File: src/rtl/core/scfl_pkg.sv
// shared types and constants for the size class free list pool
// request and response beat structs, work item passed from front to back
// no dependencies
`default_nettype none

package scfl_pkg;

    localparam int NUM_CLASSES_DEF = 8;
    localparam int STACK_DEPTH_DEF = 256;
    localparam int MIN_BLOCK_DEF   = 32;
    localparam int ADDR_WIDTH_DEF  = 32;

    localparam int CLASS_W     = 4;
    localparam int CAP_W       = 9;
    localparam int TAG_W       = 13;
    localparam int FIELD_W     = 32;
    localparam int QUEUE_DEPTH = 2;

    localparam logic [CAP_W-1:0] CAP_RESET = 9'd256;

    typedef enum logic [2:0] {
        STAT_HIT          = 3'd0,
        STAT_MISS         = 3'd1,
        STAT_OUT_ALLOC    = 3'd2,
        STAT_PUSHED       = 3'd3,
        STAT_FREE_BACKING = 3'd4,
        STAT_NULL         = 3'd5
    } status_t;

    typedef enum logic [2:0] {
        KIND_ALLOC_POOL,
        KIND_ALLOC_OUT,
        KIND_FREE_PUSH,
        KIND_FREE_BACKING,
        KIND_FREE_NULL
    } kind_t;

    typedef enum logic {
        BK_IDLE,
        BK_POP
    } back_state_t;

    typedef struct packed {
        logic               action;
        logic [FIELD_W-1:0] request_size;
        logic [FIELD_W-1:0] block_addr;
        logic [TAG_W-1:0]   block_tag;
    } req_t;

    typedef struct packed {
        logic [2:0]         status;
        logic [FIELD_W-1:0] out_addr;
        logic [TAG_W-1:0]   out_tag;
        logic [FIELD_W-1:0] backing_size;
    } rsp_t;

    // size holds the rounded class size, or the raw size for an out-of-pool alloc
    typedef struct packed {
        kind_t              kind;
        logic [CLASS_W-1:0] cls;
        logic [FIELD_W-1:0] size;
        logic [FIELD_W-1:0] addr;
    } work_t;

endpackage

`default_nettype wire

File: src/rtl/core/scfl_queue.sv
// two-entry fifo of classified work items between front and back
// uses scfl_pkg
`default_nettype none

module scfl_queue (
    input  wire logic            clk,
    input  wire logic            rst_n,
    input  wire logic            push,
    input  wire scfl_pkg::work_t wdata,
    input  wire logic            pop,
    output logic                 full,
    output logic                 valid,
    output scfl_pkg::work_t      rdata
);
    import scfl_pkg::*;

    localparam int PTR_W = (QUEUE_DEPTH > 1) ? $clog2(QUEUE_DEPTH) : 1;
    localparam int CNT_W = $clog2(QUEUE_DEPTH + 1);

    work_t            slot_reg [QUEUE_DEPTH];
    logic [PTR_W-1:0] wr_ptr_reg;
    logic [PTR_W-1:0] wr_ptr_next;
    logic [PTR_W-1:0] rd_ptr_reg;
    logic [PTR_W-1:0] rd_ptr_next;
    logic [CNT_W-1:0] cnt_reg;
    logic [CNT_W-1:0] cnt_next;
    logic             do_push;
    logic             do_pop;

    assign full    = (cnt_reg == CNT_W'(QUEUE_DEPTH));
    assign valid   = (cnt_reg != '0);
    assign rdata   = slot_reg[rd_ptr_reg];
    assign do_push = push && !full;
    assign do_pop  = pop && valid;

    always_comb
    begin
        wr_ptr_next = wr_ptr_reg;
        rd_ptr_next = rd_ptr_reg;
        cnt_next    = cnt_reg;
        if (do_push)
        begin
            wr_ptr_next = (32'(wr_ptr_reg) == QUEUE_DEPTH - 1) ? '0 : wr_ptr_reg + 1'b1;
        end
        if (do_pop)
        begin
            rd_ptr_next = (32'(rd_ptr_reg) == QUEUE_DEPTH - 1) ? '0 : rd_ptr_reg + 1'b1;
        end
        if (do_push && !do_pop)
        begin
            cnt_next = cnt_reg + 1'b1;
        end
        else if (do_pop && !do_push)
        begin
            cnt_next = cnt_reg - 1'b1;
        end
    end

    always_ff @(posedge clk or negedge rst_n)
    begin
        if (!rst_n)
        begin
            wr_ptr_reg <= '0;
            rd_ptr_reg <= '0;
            cnt_reg    <= '0;
        end
        else
        begin
            wr_ptr_reg <= wr_ptr_next;
            rd_ptr_reg <= rd_ptr_next;
            cnt_reg    <= cnt_next;
        end
    end

    always_ff @(posedge clk)
    begin
        if (do_push)
        begin
            slot_reg[wr_ptr_reg] <= wdata;
        end
    end

endmodule

`default_nettype wire

File: config.mk
export PLATFORM = sky130hd
export DESIGN_NAME = scfl_queue
export DESIGN_NICKNAME = d
export VERILOG_FILES = /design/src/rtl/core/scfl_pkg.sv /design/src/rtl/core/scfl_queue.sv
export SDC_FILE = /design/constraint.sdc
export NUM_CORES = 1
export LEC_CHECK = 0
export ABC_AREA = 1
export CAP_MARGIN = 20
export CORE_AREA = 2 2 99 101
export DETAILED_ROUTE_END_ITERATION = 8
export DIE_AREA = 0 0 101 103
export DONT_BUFFER_PORTS = 1
export PLACE_DENSITY = 0.76
export RECOVER_POWER = 50
export SYNTH_ARGS = -nofsm -noshare
export SYNTH_HDL_FRONTEND = slang
export SYNTH_SLANG_ARGS = --single-unit
File: constraint.sdc
create_clock -name clk -period 7.7 [get_ports clk]
set_input_delay 2.31 -clock clk [delete_from_list [all_inputs] [get_ports clk]]
set_output_delay 2.31 -clock clk [all_outputs]
set_load 0.01 [all_outputs]
### After elaboration in Yosys (flattened, before gate mapping)

Memories as Yosys holds them, arrays and structs flattened.
Cells that the tools add are included.

* register bits: 4
* RAM bits: 142
* output and inout bits: 73
* word-level logic and storage cells: 24
* memories kept: 1

Memories
* slot_reg: depth 2, bits a word 71, rd ports 1, clocked after memory_dff 0, wr ports 1, line scfl_queue.sv:20 `work_t slot_reg [QUEUE_DEPTH];`

* add/subtract/negate cells: 4
* equal/unequal tests: 1
* mux-type cells: 6
* reduce and logical (&&, ||, !) cells: 9

Operators by type and width (count)
* 1-bit logical AND: 4
* 1-bit 2-to-1 mux: 4
* 2-bit 2-to-1 mux: 2
* 2-bit nonzero test: 2
* 1-bit zero test: 3
* 1-bit adder (second input constant): 2
* 2-bit by 1-bit adder with 2-bit output (second input constant): 1
* 2-bit == test (second input constant): 1
* 2-bit by 1-bit subtractor with 2-bit output (second input constant): 1

### Longest topological paths before layout

Gate-level depths: netlist of run 1.

* depth in word-level cells: 7
* depth in mapped cells: 9
* gate-level depth less buffers: 9

### Least setup slack after synthesis of run 1

Ideal clock, no wire load.

* path kind: input -> register
* start: input port push
* end: memory slot_reg[1][0] (netlist bit), enable pin
* setup time: 501 ps
* arrival time: 5380 ps
* data required time: 7199 ps
* setup slack: 1820 ps
* cell stages on the path: 2
* path buffers: 0
* path through: o21ai_0 > nor2_1

* word-level cells in the longest chain between the ends: 3

Ends and longest elaborated chain
* start, declared: line scfl_queue.sv:8 `input wire logic push,`
* 1-bit logical AND: line scfl_queue.sv:33 `assign do_push = push && !full;`
* 1-bit 2-to-1 mux: line scfl_queue.sv:77 `if (do_push)`
* 1-bit 2-to-1 mux (implied by the code): line scfl_queue.sv:79 `slot_reg[wr_ptr_reg] <= wdata;`
* end, declared: line scfl_queue.sv:20

No other way between the ends.

### Worst setup path after layout of run 1

* start: input port push
* end: memory slot_reg[1][14] (netlist bit), enable pin

The elaborated chain is that of the path after synthesis.

==> results.yml, run 1 <==
outcome:
  status: "finished with violations"
  violations: "capacitance limit, slew limit"
critical_path:
  worst-path-buf-inv: 1
  cp-start-kind: "input port"
  cp_cell_sequence: "o21ai_0, nor2_4, clkbuf_1"
  crit_fanout: 71
  cp_top_family: "buffers and inverters"
  max_stage_delay_ns: 2.76
  critPathArrivalTime_ns: 5.41
  critPathRequiredTime_ns: 7.71
  crit_slowest_cell: "clkbuf_1"
  setup.worst_path.class: "input port to flip-flop"
  cp-end-kind: "flip-flop"
timing:
  worst_pin_slew_ns: 3.96
  skew_ns: 0.00892
  period_share_pct: 70.1
  timing.hold.ws_ns: 0.488
  finalHoldViolCount: 0
  finalCriticalPeriod_ns: 5.39
  setup_viol: 0
  fmaxAchievable_mhz: 185
  relSlewSlack_pct: -164
  fin_tns_setup_ns: 0
  slew_violations: 72
  rsz0062_at_grt: "no"
layout:
  largest_reg_flops: 142
  drive_gt1_share_pct: 8.08
  seq_area_um2: 4370
  fin_area_um2: 6080
  n_fill_cell: 659
  multi_input_area_um2: 907
  diodes: 0
  syn_to_final_growth_pct: 12.0
  final_nets: 485
min_path:
  min_path_type: "flip-flop to flip-flop"
drt:
  routedWlPerCell_um: 17.0
  firstDrtPassIters: 6
  vias_per_cell: 5.29
  initialDrtViolationCount: 137
  vias: 2829
  routed_wl_um: 9120
  ant_nets: 0
  drc: 0
synth:
  synth_edf_count: 142
  async_flop_share_pct: 2.74
  synth_area_leaders: "edfxtp_1 (79%), nand2_1 (15%), dfrtp_1 (1.8%), buf_6 (1.7%), buf_2 (0.55%)"
  ys.warnings.count: 0
  netlist_area_um2: 5430
  ys_types: 16
  syn_avg_cell_area_um2: 13.5
  postSynthRegisterBits: 146
  yosysTopAreaCell: "edfxtp_1"
  syn_inst: 402
  synth.most_common_cell: "nand2_1"
  synth_nets: 478
  synthFlopType: "edfxtp_1"
  synth_commonest_cells: "nand2_1 (223), edfxtp_1 (142), buf_6 (8)"
  seq_area_frac_synth_pct: 80.4
  synth_top_area_share_pct: 78.5
pwr:
  power_per_cell_area_nw_per_um2: 423
  leakagePower_uw: 0.00239
  ir_drop_uv: 250
clock_tree:
  ctsResizeCount: 0
  cts_hold_repair.buffers: 0
  clkTransAtPathRegs_ns: 0.06
  cts_sinks: 146
  cts_tree: "yes"
  clock_latency_ns: 0.50
  htree_num_levels: 4
  root_buffer: "clkbuf_8"
  post-cts-setup-buffers: 0
  cts_buffers: 17
  clockBufferDepth: 2
floorplanning:
  die_x_um: 101
  die_h_um: 103
  start_util_pct: 57.4
  rows: 36
  core_area_um2: 9460
  dieArea_um2: 10400
  io_pins: 148
global_route:
  first_global_vias: 2722
  antenna_found_initial: 0
  grt-ovfl-total: 0
  grt_pass1_wl_um: 13300
  grt.total_usage_pct: 17.4
  grt_max_degree: 73
placed_design:
  io_buffers: 0
  gp_congestion: 0.703
  placed_area_um2: 5480
  hpwl_um: 5560
flow_run:
  drv_cap: 1
## worst paths after layout
kind	from	slack, ns	to	cells after the start
max reg2reg	cnt_reg[1]	3.57	slot_reg[1][14]	4
min reg2reg	cnt_reg[1]	0.49	cnt_reg[1]	2
min in group asynchronous	rst_n	1.51	rd_ptr_reg	0
max in group asynchronous	rst_n	6.12	rd_ptr_reg	0
min	cnt_reg[1]	0.49	cnt_reg[1]	2
max	push	2.31	slot_reg[1][14]	3
## per-layer routing
layer  global-route usage (%)  wire, um
met1                     18.5      3420
met2                     28.0      4520
met3                     9.63      1090
met4                     8.94        92
met5                        0         0
## where the power goes
group / switching (uW) / internal (uW) / leakage [uW]
logic: 460 / 111 / 0.000729
registers: 66.7 / 1100 / 0.00137
clock network: 283 / 554 / 0.000290
total: 810 / 1760 / 0.00239
## final cells by class
class / instances / share of cell area [%]
Clock buffer: 20 / 7.00
Tap cell: 114 / 2.35
Multi-Input combinational cell: 233 / 14.9
Timing Repair Buffer: 3 / 0.309
Sequential cell: 146 / 71.8
Inverter: 8 / 0.576
Clock inverter: 11 / 3.07
## kinds of logic after synthesis
family          count (synthesis)  synth area share, %
buf+inv                        23                 3.00
flops                         146                 80.4
simple gates                  230                 16.1
compound gates                  1               0.0921
fa+ha+maj                       1                0.230
xor+xnor                        1                0.161
## cell usage in the layout (no fill, tap or decap), drive strengths merged
cell | synthesis | routed
buf | 15 | 2
nand3 | 2 | 2
xnor2 | 1 | 1
edfxtp | 142 | 142
clkbuf | 0 | 21
bufinv | 0 | 5
ha | 1 | 1
nand2 | 224 | 224
clkinv | 0 | 4
nor2 | 3 | 3
dfrtp | 4 | 4
nand4 | 1 | 1
clkinvlp | 0 | 2
o21ai | 1 | 1
inv | 8 | 8
## metrics by stage
| step | utilization [%] | std cells | setup WS (ns) | power [uW] |
|---|---|---|---|---|
| after floorplan | - | 402 | 1.82 | 1670 |
| after global placement | 57.9 | 504 | 3.92 | 1740 |
| after detailed placement | 57.9 | 504 | 3.86 | 1760 |
| after CTS | 64.4 | 535 | 3.31 | 2600 |
| after global routing | 64.3 | 535 | 2.03 | 2720 |
| final | 64.3 | 535 | 2.31 | 2570 |
## worst reg2reg max path, delay by kind of cell (launching register included)
family,cells,cell delay (ns)
AOI/OAI and AO/OA,1,0.19
DFF,1,0.38
and+or+nand+nor,1,0.11
buffers and inverters,2,2.90
Note: power is estimated with default switching activity, not from simulation.
==> inputs of run 2 (changes only) <==
==> constraint.sdc (replaced) <==
create_clock -name clk -period 5 [get_ports clk]
set_input_delay 1.5 -clock clk [delete_from_list [all_inputs] [get_ports clk]]
set_output_delay 1.5 -clock clk [all_outputs]
set_load 0.01 [all_outputs]
==> results.yml, run 2 (synthesis results as in run 1) <==
pwr:
  ir_drop_uv: 309
  leakagePower_uw: 0.00234
  power_per_cell_area_nw_per_um2: 623
  p_total_uw: 3730
critical_path:
  cp_top_family: "flip-flops"
  reg2reg_from: "cnt_reg[1]"
  crit_slowest_cell: "dfrtp_1"
  rrSetupSlack_ns: 2.18
  crit_fanout: 72
  cp_cell_sequence: "inv_6, nand2_1, nand2_1"
  endpoint: "rdata[64]"
  reg2reg_depth: 6
  critPathLaunch: "rd_ptr_reg"
  critPathArrivalTime_ns: 2.57
  setup.worst_path.class: "flip-flop to primary output"
  worst-path-buf-inv: 1
  r2r-end: "slot_reg[0][26]"
  max_stage_delay_ns: 1.21
  cp-end-kind: "primary output"
  cp-start-kind: "flip-flop"
  critPathRequiredTime_ns: 3.50
  cpMostUsedCell: "nand2_1"
  crit_cells: 3
clock_tree:
  root_buffer: "clkbuf_8"
  clock_latency_ns: 0.52
  htree_num_levels: 4
  ctsResizeCount: 0
  clkTransAtPathRegs_ns: 0.06
  clockBufferDepth: 2
  cts_buffers: 17
  post-cts-setup-buffers: 0
  cts_tree: "yes"
  cts_hold_repair.buffers: 0
  cts_sinks: 146
floorplanning:
  io_pins: 148
  core_area_um2: 9460
  die_h_um: 103
  die_x_um: 101
  dieArea_um2: 10400
  start_util_pct: 57.4
  rows: 36
layout:
  fin_cells: 537
  n_fill_cell: 657
  largest_reg_flops: 142
  multi_input_area_um2: 900
  syn_to_final_growth_pct: 10.1
  final_nets: 486
  diodes: 0
  final_common_cell: "nand2_1"
  drive_gt1_share_pct: 8.27
  seq_area_um2: 4360
  layout_common_cells: "nand2_1 (223), edfxtp_1 (142), clkbuf_16 (16)"
  fin_area_um2: 5980
global_route:
  antenna_found_initial: 0
  first_global_vias: 2657
  grt_max_degree: 73
  grt-ovfl-total: 0
  grt_pass1_wl_um: 13100
  grt.total_usage_pct: 17.5
min_path:
  hold_path_depth: 2
  min_path_type: "flip-flop to flip-flop"
timing:
  worst_pin_slew_ns: 1.31
  slew_violations: 0
  rsz0062_at_grt: "no"
  fin_ws_ns: 0.925
  skew_ns: 0.0142
  finalHoldViolCount: 0
  relSlewSlack_pct: 12.4
  period_share_pct: 81.5
  fmaxAchievable_mhz: 245
  fin_tns_setup_ns: 0
  setup_viol: 0
  finalCriticalPeriod_ns: 4.07
flow_run:
  drv_cap: 0
placed_design:
  placed_area_um2: 5480
  hpwl_um: 5510
  post-place-ws_ns: 1.88
  dp.cells: 505
  io_buffers: 0
  gp_congestion: 0.804
drt:
  firstDrtPassIters: 6
  ant_nets: 0
  drc: 0
  routed_wl_um: 9040
  routedWlPerCell_um: 16.8
  initialDrtViolationCount: 115
  vias: 2838
  vias_per_cell: 5.28
outcome:
  status: "completed"
run 2: final cells by class:
cell class                 instances  share of cell area [%]
timing repair buffer               4                   0.439
tap                              114                    2.39
inverter                           8                   0.586
multi-input combinational        233                    15.0
clock buffer                      18                    6.99
clock inverter                    14                    1.57
sequential                       146                    73.0
run 2: metal layers:
metal  global-route usage, %  part of all wire (%)  vias up
met3                    11.3                    14        5
met2                    26.3                    48      129
met1                    19.9                    38     1335
met5                       0                     0        -
met4                    7.38                  0.55        0
li1                        -                     -     1369
run 2: power by group:
group | switching (uW) | total, uW | internal (uW)
Sequential | 111 | 1780 | 1670
Combinational | 701 | 878 | 177
Clock | 462 | 1060 | 602
Total | 1270 | 3730 | 2450
run 2: worst min-delay path, stage by stage (launching register included):
cell	delay (ns)
dfrtp_1	0.34
nand2_1	0.05
nand2_1	0.05
run 2: how the worst min path moves through the flow:
stage,start,to
after detailed placement,cnt_reg[1],cnt_reg[1]
after global placement,cnt_reg[1],cnt_reg[1]
after global routing,wr_ptr_reg,wr_ptr_reg
after floorplan,cnt_reg[1],cnt_reg[1]
after CTS,cnt_reg[1],cnt_reg[1]
final,cnt_reg[1],cnt_reg[1]
run 2: through the flow:
| step | hold WS (ns) | utilization, % |
|---|---|---|
| after floorplan | 0.442 | - |
| after global placement | 0.456 | 58.0 |
| after detailed placement | 0.465 | 58.0 |
| after CTS | 0.477 | 63.4 |
| after global routing | 0.500 | 63.2 |
| final | 0.477 | 63.2 |
==> inputs of run 3 (changes only) <==
==> constraint.sdc (replaced) <==
create_clock -name clk -period 4.21 [get_ports clk]
set_input_delay 1.263 -clock clk [delete_from_list [all_inputs] [get_ports clk]]
set_output_delay 1.263 -clock clk [all_outputs]
set_load 0.01 [all_outputs]
==> results.yml, run 3 (synthesis results as in run 1) <==
clock_tree:
  cts_hold_repair.buffers: 0
  cts_sinks: 146
  ctsResizeCount: 0
  clockBufferDepth: 2
  post-cts-setup-buffers: 0
  cts_buffers: 17
  htree_num_levels: 4
  root_buffer: "clkbuf_8"
  clkTransAtPathRegs_ns: 0.06
  cts_tree: "yes"
  clock_latency_ns: 0.51
outcome:
  status: "finished with violations"
  violations: "capacitance limit, slew limit"
pwr:
  p_switching_uw: 1490
  ir_drop_uv: 402
  p_seq_share_pct: 47.6
  swShare_pct: 33.5
  power_per_cell_area_nw_per_um2: 745
  p_int_uw: 2970
  leakagePower_uw: 0.00234
  p_comb_share_pct: 23.5
  clkPwrFrac_pct: 28.9
timing:
  finalCriticalPeriod_ns: 3.30
  fin_tns_setup_ns: 0
  rsz0062_at_grt: "no"
  fmaxAchievable_mhz: 303
  skew_ns: 0.00451
  setup_viol: 0
  worst_pin_slew_ns: 1.84
  period_share_pct: 78.4
  relSlewSlack_pct: -22.5
  finalHoldViolCount: 0
  slew_violations: 72
drt:
  ant_nets: 0
  routed_wl_um: 9060
  routedWlPerCell_um: 16.9
  vias_per_cell: 5.26
  firstDrtPassIters: 4
  initialDrtViolationCount: 119
  vias: 2815
  drc: 0
critical_path:
  cpMostUsedCell: "nand2_1"
  cp_cell_sequence: "buf_4, nand2_1, nand2_1"
  cp-end-kind: "primary output"
  crit_fanout: 45
  crit_slowest_cell: "dfrtp_2"
  cp-start-kind: "flip-flop"
  critPathArrivalTime_ns: 2.04
  max_stage_delay_ns: 0.73
  critPathRequiredTime_ns: 2.95
  setup.worst_path.class: "flip-flop to primary output"
layout:
  layout_common_cells: "nand2_1 (223), edfxtp_1 (142), clkbuf_16 (16)"
  n_fill_cell: 702
  diodes: 0
  drive_gt1_share_pct: 7.84
  seq_area_um2: 4370
  fin_area_um2: 5980
  final_nets: 485
  multi_input_area_um2: 907
  largest_reg_flops: 142
  final_common_cell: "nand2_1"
  syn_to_final_growth_pct: 10.2
global_route:
  first_global_vias: 2698
  grt.total_usage_pct: 17.2
  met1_usage_pct: 20.0
  grt_max_degree: 73
  grt_pass1_wl_um: 13000
  grt.busiest_layer: "met2"
  grt_use_met2_pct: 25.0
  antenna_found_initial: 0
  grt_use_met3_pct: 10.8
  grt-ovfl-total: 0
floorplanning:
  core_area_um2: 9460
  start_util_pct: 57.4
  die_x_um: 101
  dieArea_um2: 10400
  die_h_um: 103
  io_pins: 148
  rows: 36
placed_design:
  hpwl_um: 5550
  io_buffers: 0
  placed_area_um2: 5490
  gp_congestion: 0.825
flow_run:
  drv_cap: 1
min_path:
  min_path_type: "input port to async pin"
run 3: area by class of cell:
type	count	share of cell area [%]
well taps	114	2.38
multi-input cells	233	15.2
clock inverters	13	1.61
inverters	8	0.586
clock buffers	18	6.99
flip-flops and latches	146	73.0
repair buffers	3	0.293
run 3: metrics by stage:
step / power, uW / hold slack, ns / util [%] / setup slack, ns / instances
6_report: 4460 / 0.442 / 63.2 / 0.910 / 535
3_3_place_gp: 3190 / 0.453 / 58.0 / 1.47 / 504
5_1_grt: 4720 / 0.415 / 63.2 / 0.772 / 535
3_5_place_dp: 3230 / 0.463 / 58.0 / 1.45 / 504
2_1_floorplan: 3050 / 0.442 / - / 0.554 / 402
4_1_cts: 4520 / 0.410 / 63.5 / 0.880 / 535
run 3: power groups by stage:
| stage | registers, uW | clock network, uW | logic, uW |
|---|---|---|---|
| finish | 2120 | 1290 | 1050 |
| global route | 2160 | 1370 | 1190 |
| CTS | 2110 | 1320 | 1090 |
| detailed placement | 2140 | 0 | 1090 |
| global placement | 2120 | 0 | 1060 |
| floorplan | 2090 | 0 | 963 |
run 3: worst max-delay path: cells and delay by family (launching register included):
family	cells	cell delay, ns
buffers and inverters	1	0.52
DFF	1	0.73
and+or+nand+nor	2	0.25
run 3: final timing paths:
path                            start             end  slack [ns]  depth (start not counted)
setup / recovery           rd_ptr_reg       rdata[47]        0.91                          3
setup reg to reg           cnt_reg[1]  slot_reg[0][7]        1.18                          6
max in group asynchronous       rst_n      rd_ptr_reg        3.69                          0
hold reg to reg            cnt_reg[1]      cnt_reg[1]        0.48                          2
min in group clk           cnt_reg[1]      cnt_reg[1]        0.48                          2
hold / removal                  rst_n      rd_ptr_reg        0.44                          0
run 3: metal layers:
metal	share of wire, %	vias to the layer above
met3	14	13
li1	-	1360
met5	0	-
met1	38	1312
met4	1.6	0
met2	46	130
