$ cat config.mk
export PLATFORM = sky130hd
export DESIGN_NAME = scfl_front
export DESIGN_NICKNAME = d
export VERILOG_FILES = /design/src/rtl/core/scfl_pkg.sv /design/src/rtl/core/scfl_front.sv
export SDC_FILE = /design/constraint.sdc
export NUM_CORES = 1
export LEC_CHECK = 0
export ABC_AREA = 1
export BUFFER_PORTS_ARGS = -buffer_cell sky130_fd_sc_hd__buf_2
export CELL_PAD_IN_SITES_DETAIL_PLACEMENT = 1
export CELL_PAD_IN_SITES_GLOBAL_PLACEMENT = 2
export CORE_AREA = 5 5 115 117
export CTS_BUF_LIST = sky130_fd_sc_hd__clkbuf_4
export DETAILED_ROUTE_END_ITERATION = 6
export DIE_AREA = 0 0 120 122
export GPL_TIMING_DRIVEN = 0
export PLACE_DENSITY = 0.94
export SETUP_SLACK_MARGIN = 0.15
export SLEW_MARGIN = 20
export SYNTH_ARGS = -nofsm -noshare
export SYNTH_HDL_FRONTEND = slang
export SYNTH_SLANG_ARGS = --single-unit
$ cat constraint.sdc
create_clock -name clk -period 5.8 [get_ports clk]
set_input_delay 0.58 -clock clk [delete_from_list [all_inputs] [get_ports clk]]
set_output_delay 0.58 -clock clk [all_outputs]
set_load 0.005 [all_outputs]
$ cat src/rtl/core/scfl_pkg.sv
// shared types and constants for the size class free list pool
// request and response beat structs, work item passed from front to back
// no dependencies
`default_nettype none

package scfl_pkg;

    localparam int NUM_CLASSES_DEF = 8;
    localparam int STACK_DEPTH_DEF = 256;
    localparam int MIN_BLOCK_DEF   = 32;
    localparam int ADDR_WIDTH_DEF  = 32;

    localparam int CLASS_W     = 4;
    localparam int CAP_W       = 9;
    localparam int TAG_W       = 13;
    localparam int FIELD_W     = 32;
    localparam int QUEUE_DEPTH = 2;

    localparam logic [CAP_W-1:0] CAP_RESET = 9'd256;

    typedef enum logic [2:0] {
        STAT_HIT          = 3'd0,
        STAT_MISS         = 3'd1,
        STAT_OUT_ALLOC    = 3'd2,
        STAT_PUSHED       = 3'd3,
        STAT_FREE_BACKING = 3'd4,
        STAT_NULL         = 3'd5
    } status_t;

    typedef enum logic [2:0] {
        KIND_ALLOC_POOL,
        KIND_ALLOC_OUT,
        KIND_FREE_PUSH,
        KIND_FREE_BACKING,
        KIND_FREE_NULL
    } kind_t;

    typedef enum logic {
        BK_IDLE,
        BK_POP
    } back_state_t;

    typedef struct packed {
        logic               action;
        logic [FIELD_W-1:0] request_size;
        logic [FIELD_W-1:0] block_addr;
        logic [TAG_W-1:0]   block_tag;
    } req_t;

    typedef struct packed {
        logic [2:0]         status;
        logic [FIELD_W-1:0] out_addr;
        logic [TAG_W-1:0]   out_tag;
        logic [FIELD_W-1:0] backing_size;
    } rsp_t;

    // size holds the rounded class size, or the raw size for an out-of-pool alloc
    typedef struct packed {
        kind_t              kind;
        logic [CLASS_W-1:0] cls;
        logic [FIELD_W-1:0] size;
        logic [FIELD_W-1:0] addr;
    } work_t;

endpackage

`default_nettype wire

$ cat src/rtl/core/scfl_front.sv
// front end: takes request beats, finds the size class and the kind of work
// holds one classified item until the queue has room; uses scfl_pkg
`default_nettype none

module scfl_front #(
    parameter int NUM_CLASSES = scfl_pkg::NUM_CLASSES_DEF,
    parameter int MIN_BLOCK   = scfl_pkg::MIN_BLOCK_DEF,
    parameter int ADDR_WIDTH  = scfl_pkg::ADDR_WIDTH_DEF
) (
    input  wire logic          clk,
    input  wire logic          rst_n,
    input  wire logic          start,
    input  wire scfl_pkg::req_t req,
    output logic               busy,
    input  wire logic          q_full,
    output logic               q_push,
    output scfl_pkg::work_t    q_wdata
);
    import scfl_pkg::*;

    localparam logic [63:0] MAX_BLOCK = 64'(MIN_BLOCK) << (NUM_CLASSES - 1);

    logic  valid_reg;
    logic  valid_next;
    work_t work_reg;
    work_t work_next;
    logic  accept;

    assign busy   = valid_reg && q_full;
    assign q_push = valid_reg && !q_full;
    assign accept = start && !busy;
    assign q_wdata = work_reg;

    // class search over independent bound compares
    always_comb
    begin
        logic [FIELD_W-1:0]    val;
        logic [CLASS_W-1:0]    cls;
        logic [FIELD_W-1:0]    rounded;
        logic [63:0]           bound;
        logic [ADDR_WIDTH-1:0] addr_m;
        val     = req.action ? FIELD_W'(req.block_tag) : req.request_size;
        cls     = CLASS_W'(NUM_CLASSES - 1);
        rounded = FIELD_W'(MAX_BLOCK);
        for (int i = NUM_CLASSES - 1; i >= 0; i--)
        begin
            bound = 64'(MIN_BLOCK) << i;
            if (64'(val) <= bound)
            begin
                cls     = CLASS_W'(i);
                rounded = FIELD_W'(bound);
            end
        end
        addr_m         = ADDR_WIDTH'(req.block_addr);
        work_next.cls  = cls;
        work_next.addr = req.block_addr;
        work_next.size = rounded;
        if (!req.action)
        begin
            if (64'(val) < 64'(MIN_BLOCK) || 64'(val) > MAX_BLOCK)
            begin
                work_next.kind = KIND_ALLOC_OUT;
                work_next.size = req.request_size;
            end
            else
            begin
                work_next.kind = KIND_ALLOC_POOL;
            end
        end
        else if (addr_m == '0)
        begin
            work_next.kind = KIND_FREE_NULL;
        end
        else if (val == '0 || 64'(val) > MAX_BLOCK)
        begin
            work_next.kind = KIND_FREE_BACKING;
        end
        else
        begin
            work_next.kind = KIND_FREE_PUSH;
        end
    end

    always_comb
    begin
        valid_next = valid_reg;
        if (accept)
        begin
            valid_next = 1'b1;
        end
        else if (q_push)
        begin
            valid_next = 1'b0;
        end
    end

    always_ff @(posedge clk or negedge rst_n)
    begin
        if (!rst_n)
        begin
            valid_reg <= 1'b0;
        end
        else
        begin
            valid_reg <= valid_next;
        end
    end

    always_ff @(posedge clk)
    begin
        if (accept)
        begin
            work_reg <= work_next;
        end
    end

endmodule

`default_nettype wire

== Word level (Yosys, flattened, before mapping) ==
Cells that the tools add are included.
Word-level totals
  flip-flop bits (word level): 72
  input bits: 82
  output and inout port bits: 73
  logic and storage cells: 52
Operators by class
  magnitude comparators: 9
  muxes and demuxes: 22
  reduce and logical (&&, ||, !) cells: 13
Operators with widths (number)
  $mux 32: 9
  $logic_not 32->1: 2
  $gt 32x13->1 const B: 1
  $le 32x10->1 const B: 1
  $le 32x11->1 const B: 1
  $le 32x12->1 const B: 1
  $le 32x6->1 const B: 1
  $le 32x7->1 const B: 1
  $le 32x8->1 const B: 1
  $le 32x9->1 const B: 1
  $lt 32x6->1 const B: 1
  $mux 13: 1
  $mux 2: 4
  $mux 1: 6
  $mux 3: 2
  $reduce_or 6->1: 1
  $reduce_or 4->1: 1
  $logic_and 1x1->1: 3
  $logic_not 1->1: 2
  $logic_or 1x1->1: 2
  $reduce_bool 2->1: 1
  $reduce_or 2->1: 1

== Logic depth before layout (Yosys ltp) ==
Gate-level depths: netlist (run 1).
  depth after elaboration: 11
  depth in mapped cells: 16
  depth with buffers taken out: 14

== Worst setup path before layout (run 1) ==
OpenSTA, ideal clock, no wires.
  kind: input -> register
  from: input port q_full
  to: register work_reg, in the netlist q_wdata[0] (enable)
  setup time: 0.499 ns
  arrival time: 3.640 ns
  data required time: 5.301 ns
  path slack: 1.661 ns
  cell stages on the path: 3
  path buffers: 0
  cell sequence: nand2_1 inv_1 nor2_1
Between the ends
  word-level cells in the longest chain between the ends: 3
Ends and longest elaborated chain
  start: declaration: line scfl_front.sv:15  | input wire logic q_full,
  $logic_and 1x1->1: line scfl_front.sv:29  | assign busy = valid_reg && q_full;
  named net busy: line scfl_front.sv:14  | output logic busy,
  $logic_not 1->1: line scfl_front.sv:31  | assign accept = start && !busy;
  $logic_and 1x1->1: line scfl_front.sv:31
  named net accept: line scfl_front.sv:27  | logic accept;
  end signal: assignment: line scfl_front.sv:113  | work_reg <= work_next;
  end: declaration: line scfl_front.sv:25  | work_t work_reg;
The timed path passes the listed nets, and every way through them passes these cells.
A chain may end at the register's enable or synchronous reset.

==> results of run 1 <==
-- worst max-delay path by stage --
stage | cells past startpoint | end | slack (ps) | from
6_report | 12 | q_wdata[40] | 3720 | req[77]
5_1_grt | 12 | q_wdata[40] | 3580 | req[77]
4_1_cts | 12 | q_wdata[40] | 3730 | req[77]
3_5_place_dp | 12 | q_wdata[40] | 3260 | req[77]
3_3_place_gp | 4 | q_wdata[45] | 440 | q_full
2_1_floorplan | 3 | q_wdata[0] | 1660 | q_full
-- through the flow --
step,total power [W],util
after floorplan,0.0006978,-
final,0.001079,0.3814
after global placement,0.0007827,0.3659
after CTS,0.001098,0.3814
after detailed placement,0.0007907,0.3703
after global routing,0.001134,0.3814
-- final cells by class --
cell class,count,area share
plain buffers,9,0.01632
clock buffers,10,0.01606
clock inverters,5,0.01070
inverters,59,0.04790
multi-input cells,225,0.2390
flip-flops and latches,71,0.4549
well taps,150,0.04014
repair buffers,155,0.1750
-- worst reg2reg max path: cells and delay by family (launching register included) --
kind,cells,cell delay (ps)
DFF,1,400
buffers and inverters,2,390
and+or+nand+nor,2,650
-- metal layers --
layer	GRT usage	vias up	wire, microns
met5	0	-	0
li1	-	1523	-
met2	0.2947	120	5976
met3	0.05292	7	1017
met1	0.1721	1486	4527
met4	0.04366	0	77
-- cells in the final DEF, fill, tap and decap left out, types with 3 or more instances in the layout --
| cell | count |
|---|---|
| nand3b_1 | 3 |
| edfxtp_1 | 70 |
| nor4_1 | 8 |
| buf_6 | 4 |
| nand2_2 | 6 |
| nor2_1 | 56 |
| nand4_1 | 4 |
| o21ai_0 | 5 |
| o21ai_1 | 10 |
| clkbuf_4 | 10 |
| buf_4 | 3 |
| buf_2 | 153 |
| nand3_1 | 14 |
| inv_1 | 56 |
| o21ai_2 | 8 |
| nor2_2 | 7 |
| nor3_1 | 6 |
| nand2_1 | 80 |
| a21oi_1 | 4 |
| nor2_4 | 3 |
-- timing repair --
| item | in CTS | in global routing |
|---|---|---|
| hold endpoints to repair | 1 | 0 |
| setup endpoints to repair | 0 | 0 |
| hold buffers | 1 | 0 |
-- cells by family (layout without fill, tap and decap cells) --
kind of cell	after synthesis	in the layout	share of synthesized area
buffers and inverters	68	238	0.08489
other	1	1	0.001060
AOI/OAI and AO/OA	29	29	0.05377
and+or+nand+nor	195	195	0.2589
DFF	71	71	0.6013
-- power breakdown --
part | switching [W] | internal, W
Sequential | 0.00000657 | 0.000597
Clock | 0.000172 | 0.000131
Combinational | 0.000105 | 0.0000682
==> flow_summary.toml, run 1 <==
[run_status]
status = "completed"

[setup_path]
path_max_fanout = 10
crit_path_start_kind = "input pin"
reg2regPathDepth = 4
max_stage_delay_ps = 280
path_class = "input pin to flop"
cp.arrival_ps = 2240
worstPathRequired_ps = 5960
end_kind = "flop"
r2r_end = "q_wdata[59]"
critical-path-top-delay-family = "simple AND/OR/NAND/NOR gates"
cp_cell_sequence = "buf_6 -> buf_2 -> nand3b_1 -> nand2_1 -> nand3_1 -> nor2_2 -> nand2_1 -> nand2_2 -> nand2_2 -> nand2_2 -> buf_6 -> o22ai_2"
cpMostUsedCell = "nand2_2"
r2r-start = "valid_reg"
worst_path_max_delay_cell = "buf_2"
r2r_slack_ps = 4070
crit_buf_inv = 3

[global_routing]
antenna_found_initial = 0
grt_max_degree = 28
overflow = 0
grt_pass1_vias = 3428
grtUsageTotal = 0.1586
grt_pass1_wl_mm = 17.97

[yosys]
post-synth-top-area-fraction = 0.5943
seq_area_frac_synth = 0.6013
synthArstFlopShare = 0.01408
yosysTopAreaCell = "edfxtp_1"
syn_avg_cell_area_sq_um = 9.717
ys.warnings.count = 0
synth_cell_types = 30
syn_area_sq_mm = 0.003537
syn_inst = 364
synth_seq_cells = 71
synthTopCellsByCount = "nand2_1, edfxtp_1, nor2_1"
synth-edff-count = 70
synth.net_count = 446
synth-main-ff-cell = "edfxtp_1"
synth_area_leaders = "edfxtp_1, nand2_1, nor2_1, inv_1, nand3_1"
yosysMostFrequentCell = "nand2_1"

[sta]
setup_viol = 0
hold_ws_ps = 361.9
rsz0062_at_grt = "false"
period_minus_slack_ps = 2077
setup-tns-final_ps = 0
fmax_mhz = 481.5
slew_headroom = 0.5440
skew_ps = 13.61
worst_slack_ps = 3723
finalHoldViolations = 0
slew_viol_final = 0
worstMarginPinSlew_ps = 682.3
period_share = 0.3580

[die]
dieArea_sq_mm = 0.01464
initial_core_util = 0.2885
core_sq_mm = 0.01226
ios = 155
row_count = 41
die_w_microns = 120
die_y_microns = 122

[place]
preCtsSetupSlack_ps = 3257
port_buffers = 152
dpl.hpwl_mm = 9.505
place_inst = 668
finalWeightedCongestion = 0.8044
place_area_sq_mm = 0.004541

[detailed_routing]
drc = 0
drt_first_pass_iters = 6
postRouteAntennaNets = 0
first_iter_violations = 171
routed_via_density = 4.585
vias = 3136
wl_mm = 11.60
avgRoutedWirePerCell_microns = 16.96

[clock_tree]
clock-sinks = 71
cts-buffers-inserted = 9
cts_buffer_depth = 2
h-tree-depth = 3
root_buffer = "clkbuf_4"
cts_tree = "built"
post_cts_buffers = 0
clk_pin_slew_worst_paths_ps = 110
insertion_delay_ps = 410
ctsResizeCount = 0

[pwr]
ir_drop_uv = 87.07
power_density_mw_per_mm2 = 230.7
power.leakage_nw = 2.204

[layout]
multi_input_comb_area_sq_mm = 0.001117
syn_to_final_growth_pct = 32.19
seq_area_sq_mm = 0.002127
fillers = 1489
final_area_sq_mm = 0.004676
largest_register_ff_count = 70
antenna_cells = 0
drive_gt1_frac = 0.3933
finalNonFillerCells = 684
nets = 612

[hold_path]
min_path_cells = 1
min_to = "q_wdata[6]"
hold_path_startpoint = "req[19]"
min_path_type = "input pin to flop"

[flow_run]
max-cap-violations = 0
Note: power is estimated with default switching activity, not from simulation.
==> run 2, diff against run 1 <==
--- a/config.mk
+++ b/config.mk
@@ -9,12 +9,12 @@
 export BUFFER_PORTS_ARGS = -buffer_cell sky130_fd_sc_hd__buf_2
 export CELL_PAD_IN_SITES_DETAIL_PLACEMENT = 1
 export CELL_PAD_IN_SITES_GLOBAL_PLACEMENT = 2
-export CORE_AREA = 5 5 115 117
+export CORE_AREA = 5 5 119 121
 export CTS_BUF_LIST = sky130_fd_sc_hd__clkbuf_4
 export DETAILED_ROUTE_END_ITERATION = 6
-export DIE_AREA = 0 0 120 122
+export DIE_AREA = 0 0 124 126
 export GPL_TIMING_DRIVEN = 0
-export PLACE_DENSITY = 0.94
+export PLACE_DENSITY = 0.89
 export SETUP_SLACK_MARGIN = 0.15
 export SLEW_MARGIN = 20
 export SYNTH_ARGS = -nofsm -noshare
==> constraint.sdc (replaced) <==
create_clock -name clk -period 2 [get_ports clk]
set_input_delay 0.2 -clock clk [delete_from_list [all_inputs] [get_ports clk]]
set_output_delay 0.2 -clock clk [all_outputs]
set_load 0.005 [all_outputs]
==> flow_summary.toml, run 2 (synthesis results as in run 1) <==
[setup_path]
path_max_fanout = 28
r2r-start = "valid_reg"
cp.arrival_ps = 1840
path_class = "flop to flop"
r2r_slack_ps = 300
end_kind = "flop"
r2r_end = "q_wdata[68]"
reg2regPathDepth = 4
worstPathRequired_ps = 2140
crit_path_start_kind = "flop"

[global_routing]
grt_max_degree = 29
grt_pass1_wl_mm = 18.41
grt_use_met2 = 0.2873
antenna_found_initial = 1
met1_usage = 0.1721
met3_usage = 0.04081
grtUsageTotal = 0.1563
grt.busiest_layer = "met2"
overflow = 0
grt_pass1_vias = 3509

[pwr]
switching_share = 0.2604
p_clk_frac = 0.315
internal_power_w = 0.002490
ir_drop_uv = 252.9
power_density_mw_per_mm2 = 663.0
p_comb_frac = 0.165
power.leakage_nw = 2.362
switching_power_w = 0.0008767
seqPwrFrac = 0.520

[clock_tree]
cts_tree = "built"
insertion_delay_ps = 440
cts_buffer_depth = 2
h-tree-depth = 3
post_cts_buffers = 0
cts-buffers-inserted = 9
clock-sinks = 71
clk_pin_slew_worst_paths_ps = 110
root_buffer = "clkbuf_4"

[detailed_routing]
drc = 0
wl_mm = 12.32
first_iter_violations = 128
postRouteAntennaNets = 0
vias = 3222
drt_first_pass_iters = 4
routed_via_density = 4.325
avgRoutedWirePerCell_microns = 16.53

[die]
die_w_microns = 124
core_sq_mm = 0.01298
initial_core_util = 0.2725
dieArea_sq_mm = 0.01562
die_y_microns = 126
ios = 155
row_count = 42

[sta]
period_minus_slack_ps = 1698
slew_headroom = 0.5281
worstMarginPinSlew_ps = 706.2
rsz0062_at_grt = "false"
setup_viol = 0
finalHoldViolations = 0
fmax_mhz = 588.8
hold_ws_ps = 42.79
slew_viol_final = 0
skew_ps = 19.26
period_share = 0.8492

[place]
dpl.hpwl_mm = 9.390
finalWeightedCongestion = 0.8158
port_buffers = 152

[layout]
syn_to_final_growth_pct = 43.54
drive_gt1_frac = 0.3750
largest_register_ff_count = 70
final_common_cell = "buf_2"
nets = 645
post-route-util = 0.3912
final_cell_mix = "buf_2, nand2_1, edfxtp_1"

[run_status]
status = "completed"

[hold_path]
hold_path_startpoint = "q_full"
min_path_cells = 3
min_path_type = "input pin to flop"
min_to = "valid_reg"

[flow_run]
max-cap-violations = 0
run 2: cell type report:
| type | count | area, sq um |
|---|---|---|
| flip-flops and latches | 71 | 2127 |
| clock inverters | 6 | 86.33 |
| fillers | 1531 | 7903 |
| inverters | 59 | 224.0 |
| repair buffers | 188 | 1149 |
| multi-input cells | 225 | 1117 |
| diodes | 1 | 2.502 |
| clock buffers | 10 | 75.07 |
| well taps | 176 | 220.2 |
| plain buffers | 9 | 76.32 |
run 2: worst max-delay path, cell delays in order (launching register included):
cell and delay (ps):
dfrtp_1 390, nand2_1 90, inv_2 60, nor2_4 570, buf_12 290
run 2: worst max-delay path by stage:
stage / cells after the start / end / slack [ps] / startpoint
floorplan: 3 / q_wdata[0] / 50 / valid_reg
global placement: 3 / q_wdata[42] / -350 / valid_reg
detailed placement: 12 / q_wdata[40] / -120 / req[77]
CTS: 4 / q_wdata[68] / 290 / valid_reg
global route: 4 / q_wdata[68] / 180 / valid_reg
finish: 4 / q_wdata[68] / 300 / valid_reg
run 2: power groups by stage:
stage          logic, W  registers [W]  clock network (W)
6_report       0.000555        0.00175            0.00106
5_1_grt        0.000619        0.00176            0.00118
4_1_cts        0.000560        0.00175            0.00109
3_5_place_dp   0.000505        0.00179                  0
3_3_place_gp   0.000478        0.00178                  0
2_1_floorplan  0.000222        0.00180                  0
run 2: metal layers:
layer	up-vias	routed length, microns	share of wire
met3	11	1034	0.084
met1	1506	4820	0.39
met5	-	0	0
met4	0	168	0.014
met2	117	6290	0.51
li1	1588	-	-
run 2: repair_timing:
action                                 in CTS  in global routing
gates resized for setup                     0                  0
endpoints found under the hold margin      34                  0
hold buffers                               34                  0
run 2: per-stage QoR:
stage	cell area (sq um)	setup WS, ps	TNS, ps	power, W	std cells
global placement	4526	-348.2	-24830	0.002262	692
CTS	5075	289.0	0	0.003405	744
detailed placement	4573	-124.5	-926.4	0.002290	694
finish	5077	301.5	0	0.003366	745
global route	5077	181.3	0	0.003557	745
floorplan	3545	45.24	0	0.002020	364
==> run 3, diff against run 2 <==
--- a/config.mk
+++ b/config.mk
@@ -5,16 +5,16 @@
 export SDC_FILE = /design/constraint.sdc
 export NUM_CORES = 1
 export LEC_CHECK = 0
-export ABC_AREA = 1
+export ABC_AREA = 0
 export BUFFER_PORTS_ARGS = -buffer_cell sky130_fd_sc_hd__buf_2
 export CELL_PAD_IN_SITES_DETAIL_PLACEMENT = 1
 export CELL_PAD_IN_SITES_GLOBAL_PLACEMENT = 2
-export CORE_AREA = 5 5 119 121
+export CORE_AREA = 5 5 109 111
 export CTS_BUF_LIST = sky130_fd_sc_hd__clkbuf_4
 export DETAILED_ROUTE_END_ITERATION = 6
-export DIE_AREA = 0 0 124 126
+export DIE_AREA = 0 0 114 116
 export GPL_TIMING_DRIVEN = 0
-export PLACE_DENSITY = 0.89
+export PLACE_DENSITY = 0.9
 export SETUP_SLACK_MARGIN = 0.15
 export SLEW_MARGIN = 20
 export SYNTH_ARGS = -nofsm -noshare
==> constraint.sdc (replaced) <==
create_clock -name clk -period 1.65 [get_ports clk]
set_input_delay 0.165 -clock clk [delete_from_list [all_inputs] [get_ports clk]]
set_output_delay 0.165 -clock clk [all_outputs]
set_load 0.005 [all_outputs]
==> flow_summary.toml, run 3 <==
[pwr]
power_density_mw_per_mm2 = 780.1
power.total_w = 0.003885
ir_drop_uv = 332.5
power.leakage_nw = 2.037

[place]
finalWeightedCongestion = 0.8563
dpl.hpwl_mm = 8.158
port_buffers = 153

[yosys]
synth-edff-count = 70
synth_seq_cells = 71
synth_cell_types = 49
synth-main-ff-cell = "edfxtp_1"
syn_inst = 213
seq_area_frac_synth = 0.6757
yosysTopAreaCell = "edfxtp_1"
yosysMostFrequentCell = "edfxtp_1"
post-synth-top-area-fraction = 0.6677
ys.warnings.count = 0
syn_avg_cell_area_sq_um = 14.78
syn_area_sq_mm = 0.003148
synth_area_leaders = "edfxtp_1, nor2b_1, nor4_1, mux2i_1, and2_1"
synthTopCellsByCount = "edfxtp_1, nor2b_1, nor4_1"
synth.net_count = 295
synthArstFlopShare = 0.01408

[layout]
multi_input_comb_area_sq_mm = 0.001139
nets = 509
fillers = 1162
syn_to_final_growth_pct = 58.19
post-route-util = 0.4655
drive_gt1_frac = 0.5324
final_cell_mix = "buf_2, edfxtp_1, dlygate4sd3_1"
largest_register_ff_count = 70
final_common_cell = "buf_2"
seq_area_sq_mm = 0.002127

[sta]
finalHoldViolations = 0
setup-tns-final_ps = 0
slew_viol_final = 0
skew_ps = 9.895
period_minus_slack_ps = 1610
fmax_mhz = 621.2
setup_viol = 0
rsz0062_at_grt = "true"
period_share = 0.9756
worstMarginPinSlew_ps = 584.9
slew_headroom = 0.6100

[clock_tree]
clk_pin_slew_worst_paths_ps = 110
clock-sinks = 71
root_buffer = "clkbuf_4"
cts_buffer_depth = 2
insertion_delay_ps = 400
cts_tree = "built"
cts-buffers-inserted = 9
h-tree-depth = 3

[setup_path]
end_kind = "flop"
cp.arrival_ps = 1850
path_class = "input pin to flop"
cp_cell_sequence = "buf_6 -> nor4_4 -> and4_4 -> a31oi_1 -> nor2_1 -> o211ai_1 -> buf_4 -> a211oi_2"
path_max_fanout = 4
crit_buf_inv = 2
crit_path_start_kind = "input pin"
max_stage_delay_ps = 340
worst_path_max_delay_cell = "nor4_4"
worstPathRequired_ps = 1890
critical-path-top-delay-family = "simple AND/OR/NAND/NOR gates"

[die]
die_y_microns = 116
ios = 155
die_w_microns = 114
dieArea_sq_mm = 0.01322
core_sq_mm = 0.01070
row_count = 38
initial_core_util = 0.2943

[global_routing]
grt_pass1_vias = 2875
grt_use_met2 = 0.2935
overflow = 0
antenna_found_initial = 1
grt.busiest_layer = "met2"
grt_max_degree = 26
met3_usage = 0.03342
grt_pass1_wl_mm = 16.07
met1_usage = 0.1900
grtUsageTotal = 0.1617

[detailed_routing]
postRouteAntennaNets = 0
vias = 2696
routed_via_density = 4.705
first_iter_violations = 128
drt_first_pass_iters = 4
wl_mm = 10.84
avgRoutedWirePerCell_microns = 18.91
drc = 0

[run_status]
status = "completed"

[flow_run]
max-cap-violations = 0

[hold_path]
min_path_type = "input pin to flop"
[run 3: cell types whose count changed in the layout (fill, tap and decap cells not counted), sizes merged, moves of 6 or more]
cell / change
inv: -56
mux2i: +6
o21ai: -20
nor4: +12
and2: +6
buf: +11
nor2: -59
nor2b: +24
nand3: -14
nand2: -78
[run 3: stage by stage]
step	area, sq um	hold slack (ps)	worst slack [ps]	cells
after floorplan	3259	-130.6	-315.6	213
after global placement	4200	-59.48	-680.5	506
after detailed placement	4255	-58.17	-543.8	508
after CTS	4940	21.49	99.43	570
after global routing	4980	20.33	28.58	573
final	4980	59.65	40.24	573
[run 3: layout make-up]
cell class	count	area share
antenna	1	0.0005025
buffer	7	0.01407
clock buffer	12	0.01809
clock inverter	4	0.009296
inverter	3	0.002261
multi-input combinational	133	0.2286
sequential	71	0.4271
tap	140	0.03518
timing repair buffer	202	0.2648
[run 3: metal layers]
metal / share of wire / wire, microns
met5: 0 / 0
met4: 0.012 / 131
met3: 0.060 / 655
met2: 0.53 / 5694
met1: 0.40 / 4355
[run 3: cells by family (layout without fill, tap and decap cells)]
logic type,count (synthesis),after routing,synth area share
AND/OR/NAND/NOR,88,89,0.1797
flip-flops,71,71,0.6757
multiplexers,10,10,0.03339
other,1,2,0.001191
AO/OA/AOI/OAI,33,33,0.08944
buffers and inverters,10,228,0.02067
[run 3: path summary, 6_finish.rpt]
kind / from / endpoint / slack [ps] / cells after the start
worst max-delay path: req[64] / q_wdata[64] / 40 / 8
min in group asynchronous: rst_n / valid_reg / 110 / 2
worst max register to register: valid_reg / q_wdata[63] / 330 / 4
worst min-delay path: req[46] / q_wdata[33] / 60 / 2
max in group asynchronous: rst_n / valid_reg / 1450 / 2
worst min register to register: valid_reg / valid_reg / 740 / 2
[run 3: repair_timing]
action | in CTS | in global routing
pin swaps | 11 | 8
hold buffers | 33 | 0
hold endpoints to repair | 33 | 0
endpoints found under the setup margin | 86 | 27
cloned | 1 | 0
resized for setup | 20 | 5
buffers inserted | 12 | 2
[run 3: worst reg2reg max path, stage by stage (launching register included)]
cell and delay, ps:
dfrtp_1 400, and2_4 180, nor2b_4 140, buf_12 130, buf_16 170
[run 3: report_power, final]
group          switching (W)  total [W]  internal (W)  leakage [nW]
logic               0.000332   0.000672      0.000340          1.28
registers          0.0000244    0.00212       0.00210         0.681
clock network       0.000581    0.00109      0.000508        0.0766
